===== src/rtl/pcvt_pkg.sv =====
package pcvt_pkg;

	localparam int Capacity  = 256;
	localparam int Ncpu      = 4;
	localparam int KeyBits   = 64;
	localparam int ValueBits = 64;
	localparam int IdxBits   = $clog2(Capacity);
	localparam int CpuBits   = 2;
	localparam int CntBits   = IdxBits + 1;
	localparam int SlotBits  = IdxBits + CpuBits;
	localparam int Slots     = Capacity * Ncpu;

	typedef enum logic [3:0] {
		REQ_LOOKUP     = 4'd0,
		REQ_UPDATE     = 4'd1,
		REQ_CLEAR      = 4'd2,
		REQ_NEXT       = 4'd3,
		REQ_LOOKUP_ALL = 4'd4,
		REQ_STAGE      = 4'd5,
		REQ_UPDATE_ALL = 4'd6,
		REQ_DELETE     = 4'd7,
		REQ_LOOKUP_DEL = 4'd8
	} req_t;

	typedef enum logic [2:0] {
		ST_OK       = 3'd0,
		ST_NOTFOUND = 3'd1,
		ST_EXISTS   = 3'd2,
		ST_FULL     = 3'd3,
		ST_BADFLAGS = 3'd4
	} status_t;

	localparam logic [1:0] FLAG_ABSENT  = 2'd1;
	localparam logic [1:0] FLAG_PRESENT = 2'd2;
	localparam logic [1:0] FLAG_BAD     = 2'd3;

	typedef struct packed {
		logic [3:0]           req_type;
		logic [1:0]           cpu;
		logic                 key_given;
		logic [KeyBits-1:0]   key;
		logic [ValueBits-1:0] value;
		logic [1:0]           flags;
	} req_word_t;

	typedef struct packed {
		logic [2:0]           status;
		logic [ValueBits-1:0] value_out;
		logic [KeyBits-1:0]   found_key;
		logic [1:0]           slot_index;
		logic                 last;
	} rsp_word_t;

	// front to back: the request plus its known-invalid class
	typedef struct packed {
		req_word_t req;
		logic      known;
	} cmd_t;

endpackage


===== src/rtl/pcvt_req_if.sv =====
interface pcvt_req_if;
	logic               valid;
	logic               ready;
	pcvt_pkg::req_word_t data;
	modport source (output valid, output data, input ready);
	modport sink (input valid, input data, output ready);
endinterface


===== src/rtl/pcvt_front.sv =====
// Front: accepts words, classifies the request code and pushes them into a two-deep queue.
module pcvt_front (
	input  logic                 clk,
	input  logic                 arst_n,
	pcvt_req_if.sink             req,
	output logic                 cmd_valid,
	output pcvt_pkg::cmd_t       cmd,
	input  logic                 cmd_pop
);
	pcvt_pkg::cmd_t fifo_q [2];
	logic           rd_q, wr_q;
	logic [1:0]     cnt_q;
	pcvt_pkg::cmd_t in_cmd;
	logic           push;

	// classify: unknown request codes are dropped by the back
	always_comb begin
		in_cmd.req   = req.data;
		in_cmd.known = (req.data.req_type <= 4'(pcvt_pkg::REQ_LOOKUP_DEL));
	end

	assign req.ready = (cnt_q != 2'd2);
	assign push      = req.valid && req.ready;
	assign cmd_valid = (cnt_q != 2'd0);
	assign cmd       = fifo_q[rd_q];

	always_ff @(posedge clk) begin
		if (push) fifo_q[wr_q] <= in_cmd;
	end

	always_ff @(posedge clk or negedge arst_n) begin
		if (!arst_n) begin
			rd_q  <= 1'b0;
			wr_q  <= 1'b0;
			cnt_q <= 2'd0;
		end else begin
			if (push) wr_q <= ~wr_q;
			if (cmd_pop) rd_q <= ~rd_q;
			cnt_q <= cnt_q + 2'(push) - 2'(cmd_pop);
		end
	end
endmodule


===== src/flat_wrapper.sv =====
// flat-port wrapper written by rule: the top's interface ports become plain ports
module pcvt_front_flat 
  (clk, arst_n, cmd_valid, cmd, cmd_pop, req_valid, req_data, req_ready);
  pcvt_req_if req_i ();
  input  logic clk;
  input  logic arst_n;
  output logic cmd_valid;
  output pcvt_pkg::cmd_t cmd;
  input  logic cmd_pop;
  input wire logic [$bits(req_i.valid)-1:0] req_valid;
  input wire logic [$bits(req_i.data)-1:0] req_data;
  output wire logic [$bits(req_i.ready)-1:0] req_ready;
  assign req_i.valid = req_valid;
  assign req_i.data = req_data;
  assign req_ready = req_i.ready;
  pcvt_front u_core (.clk(clk), .arst_n(arst_n), .req(req_i), .cmd_valid(cmd_valid), .cmd(cmd), .cmd_pop(cmd_pop));
endmodule

===== config.mk =====
export PLATFORM = sky130hd
export DESIGN_NAME = pcvt_front_flat
export DESIGN_NICKNAME = d
export VERILOG_FILES = /design/src/rtl/pcvt_pkg.sv /design/src/rtl/pcvt_req_if.sv /design/src/rtl/pcvt_front.sv /design/src/flat_wrapper.sv
export SDC_FILE = /design/constraint.sdc
export NUM_CORES = 1
export LEC_CHECK = 0
export ABC_AREA = 1
export BUFFER_PORTS_ARGS = -buffer_cell sky130_fd_sc_hd__buf_2
export CAP_MARGIN = 15
export CORE_MARGIN = 2
export CORE_UTILIZATION = 47
export CTS_BUF_LIST = sky130_fd_sc_hd__clkbuf_4 sky130_fd_sc_hd__clkbuf_8 sky130_fd_sc_hd__clkbuf_16
export DETAILED_ROUTE_END_ITERATION = 8
export PLACE_DENSITY = 0.76
export SLEW_MARGIN = 5
export SYNTH_ARGS = -nofsm -noshare
export SYNTH_HDL_FRONTEND = slang
export SYNTH_SLANG_ARGS = --single-unit

===== constraint.sdc =====
create_clock -name clk -period 6.5 [get_ports clk]
set_input_delay 0.975 -clock clk [delete_from_list [all_inputs] [get_ports clk]]
set_output_delay 0.975 -clock clk [all_outputs]
set_load 0.01 [all_outputs]

# == Yosys cells after proc, flatten, opt, wreduce, memory -nomap -nowiden ==
# Memories as Yosys holds them, arrays and structs flattened.
# Index checks and enable logic that the tools add are counted.
# totals
regBits,4
output_inout_bits,140
inputBits,141
elab_cells,14
memories,1
ramBits,276
# memory_table
name,words,word_bits,rd,rd_clocked_by_memory_dff,wr,line_no,source
u_core.fifo_q,2,138,1,0,1,pcvt_front.sv:10,pcvt_pkg::cmd_t fifo_q [2];
# classes
n_reduce_logical,2
mux,2
n_lt_le_gt_ge,1
eq_ne,1
addsub,2
bitwise,2
# op_table
cell,count
"<= comparator 4 bit, second input constant",1
adder 2 x 1 -> 2 bit,1
two-way mux 1 bit,2
"!= test 2 bit, second input constant",1
NOT 1 bit,2
nonzero test 2 bit,1
subtractor 2 x 1 -> 2 bit,1
logical AND 1 bit,1

# == Logic depth before layout (Yosys ltp) ==
# logic_depth
word_depth,4
mapped_depth,8
depth_no_buf,8

# == Worst setup path before layout ==
# OpenSTA, ideal clock, no wires.
# synth_path
path_type,input port to flip-flop
start,input port req_valid
end,memory u_core.fifo_q[1][0] (netlist bit) (enable)
setup_ps,639
t_arrival_ps,6832
path_slack_ps,-971
t_required_ps,5861
stages,2
path_buffers,0
path_cell_list,nand2_1 -> nor2_1
# synth_between
elab_chain_cells,3
# synth_rtl
element,line_no,source
start: declaration,flat_wrapper.sv:10,input wire logic [$bits(req_i.valid)-1:0] req_valid;
logical AND 1 bit,pcvt_front.sv:23,assign push = req.valid && req.ready;
two-way mux 1 bit,pcvt_front.sv:28,if (push) fifo_q[wr_q] <= in_cmd;
two-way mux 1 bit (not written as such),pcvt_front.sv:28,
end: declaration,pcvt_front.sv:10,
# Every way passes these cells.

==> flow_summary.yaml <==
global_routing:
  antenna_found_initial: 3
  grt_first_pass_wirelength_um: 27900
  total_grt_usage_pct: 15.9
  grt-ovfl-total: 0
  number_of_global_route_vias_before_repair: 5516
  grt_start_max_net_pins: 78
sta:
  relative_slew_slack_pct: 28.0
  fin_setup_tns_ps: 0
  final.setup.worst_slack_ps: 3030
  final.period_utilization_pct: 53.4
  largest_clock_skew_in_the_final_design_ps: 7.59
  worst-slew-pin-transition_ps: 1080
  slew_viol_final: 0
  hold_slack_ps: 246
  finalSetupViolCount: 0
  maxClockFrequency_mhz: 288
  setup_repair_after_global_routing_missed_its_margin: "false"
  timing.final.hold_violations: 0
  period_minus_slack_ps: 3470
floorplan:
  design.die.area_um2: 22900
  core_region_area_um2: 21200
  row_count: 53
  die_w_um: 151
  die_h_um: 151
  initial_core_utilization_pct: 48.3
  ios: 281
yosys:
  synth_cell_type_count: 14
  mapped_avg_cell_area_um2: 22.3
  synth-seq-area-share_pct: 82.1
  yosysMostFrequentCell: "edfxtp_1"
  synthTopCellsByCount: "276 x edfxtp_1, 138 x mux2_2, 11 x buf_6"
  yosys.area.top_type: "edfxtp_1"
  synth_fp_nets: 601
  async_reset_ff_share_pct: 1.43
  synth_top_flop_cell: "edfxtp_1"
  synth_top_cells_by_area: "edfxtp_1 81%, mux2_2 15%, buf_6 1.2%"
  netlist.area_leader.share_pct: 81.1
  synthesis.area_um2: 10200
  synth_enable_flop_cells: 276
  register_bit_count_reported_by_yosys: 280
  postSynthCellCount: 459
  synth.yosys.warnings: 0
layout:
  fin_nets: 903
  post-route-util_pct: 60.3
  final_layout_size_suffix_gt1_share_pct: 60.2
  layout.cells.non_filler: 1059
  final_area_um2: 12800
  multiInputGateArea_um2: 1670
  areaGrowthSynthToFinish_pct: 25.0
  fillCellCount: 1577
  ff_latch_area_um2: 8390
clocking:
  clkTransAtPathRegs_ps: 60
  postCtsHoldBufs: 0
  clock_tree_buf_depth: 3
  cts-buffers-inserted: 29
  htreeDepth: 1
  ctsRootBufferMaster: "clkbuf_16"
  tritoncts_clock_tree: "built"
  cts_repair_resize_count: 0
  source_to_sink_clock_delay_at_the_later_pin_of_the_worst_skew_pair_ps: 520
  count_of_clock_tree_sinks: 280
  post_cts.repair.setup_buffers: 0
detailed_routing:
  detailroute.via_count: 5273
  drt_first_pass_iters: 4
  drtAntennaViolNets: 0
  dr.first_iter.drc_count: 240
  detail_route.drc_violations: 0
  ratio_of_routed_vias_to_standard_cells: 4.98
  route.detailed.wl_per_inst_um: 18.5
  routed_wl_um: 19600
placement:
  port_buffers: 280
  postPlaceCellArea_um2: 11900
  dpl_worst_slack_ps: 3550
  hpwlAfterDp_um: 12900
  dp_cells: 1005
  finalWeightedCongestion: 0.782
pwr:
  power_per_cell_area_nw_per_um2: 448
  ir_drop_uv: 305
  power_mw: 5.72
  power.static_leakage_nw: 4.81
outcome:
  run_status: "completed"
worst_setup_path:
  worst_ep_arrival_time_ps: 2490
  crit_path_max_incr_delay_ps: 680
  worst_setup_path_end_kind: "primary output"
  largest_fanout_of_any_net_on_the_critical_path: 56
  timing.rr.end: "u_core.fifo_q[0][93]"
  worstPathRequired_ps: 5520
  critical_path.cell_chain: "buf_4 > mux2_2 > buf_2"
  r2r_cells: 4
  crit_family: "buffers and inverters"
  crit_reg_reg_startpoint: "u_core.cnt_q[1]"
  critical_path.startpoint_type: "register"
  critPathKind: "reg -> out"
  slowest_stage: "dfrtp_4"
  reg2reg_setup_slack_ps: 4390
  critical_path.n_buffers_inverters: 2
hold_path:
  worst_hold_path_type: "in -> async"
job:
  timing.max_cap.violations: 0
[cells in the final DEF, fill, tap and decap left out, drive strengths merged]
cell	count
o31ai	1
nor2	4
nand3	2
edfxtp	276
clkinv	14
bufinv	1
dfrtp	4
buf	286
clkinvlp	1
inv	8
ha	1
clkbuf	36
mux2	138
diode	1
nand2	8
xor2	2
a21oi	1
[metal layers]
layer	share of wire [%]	GRT usage (%)
met5	0.12	0
met4	3.1	5.42
met3	8.8	5.03
met2	51	28.9
met1	37	17.7
[kinds of logic (layout without fill, tap and decap cells)]
group                      count (synthesis)  in the layout  synth area share (%)
DFF                                      280            280                  82.1
muxes                                    138            138                  15.2
buffers and inverters                     22            346                  1.71
and+or+nand+nor                           14             14                 0.539
AOI/OAI and AO/OA                          2              2                 0.122
xor gates and xnor gates                   2              2                 0.172
adders and majority gates                  1              1                 0.122
other                                      0              1                     0
[flip-flops by register name (all words and copies together), names as in the netlist]
signal / cells
u_core.wr_q: 1
u_core.rd_q: 1
u_core.fifo_q: 276
u_core.cnt_q: 2
[how the worst max path moves through the flow]
stage / startpoint / endpoint / cells past startpoint
2_1_floorplan: req_valid / u_core.fifo_q[1][0] / 2
6_report: u_core.rd_q / cmd[83] / 3
3_5_place_dp: u_core.rd_q / cmd[83] / 3
3_3_place_gp: u_core.rd_q / cmd[85] / 3
4_1_cts: u_core.rd_q / cmd[83] / 3
5_1_grt: u_core.rd_q / cmd[83] / 3
[where the power goes]
part	switching, mW	internal (mW)	leakage [nW]
combinational	0.892	0.719	1.76
clock	0.630	0.885	0.444
sequential	0.121	2.47	2.61
total	1.64	4.07	4.81
[final cells by class]
cell class | count | area share (%)
sequential | 280 | 65.7
multi-input combinational | 157 | 13.1
timing repair buffer | 286 | 11.3
clock buffer | 36 | 6.10
tap | 275 | 2.70
clock inverter | 17 | 0.843
inverter | 7 | 0.206
antenna | 1 | 0.0196
Note: power is estimated with default switching activity, not from simulation.
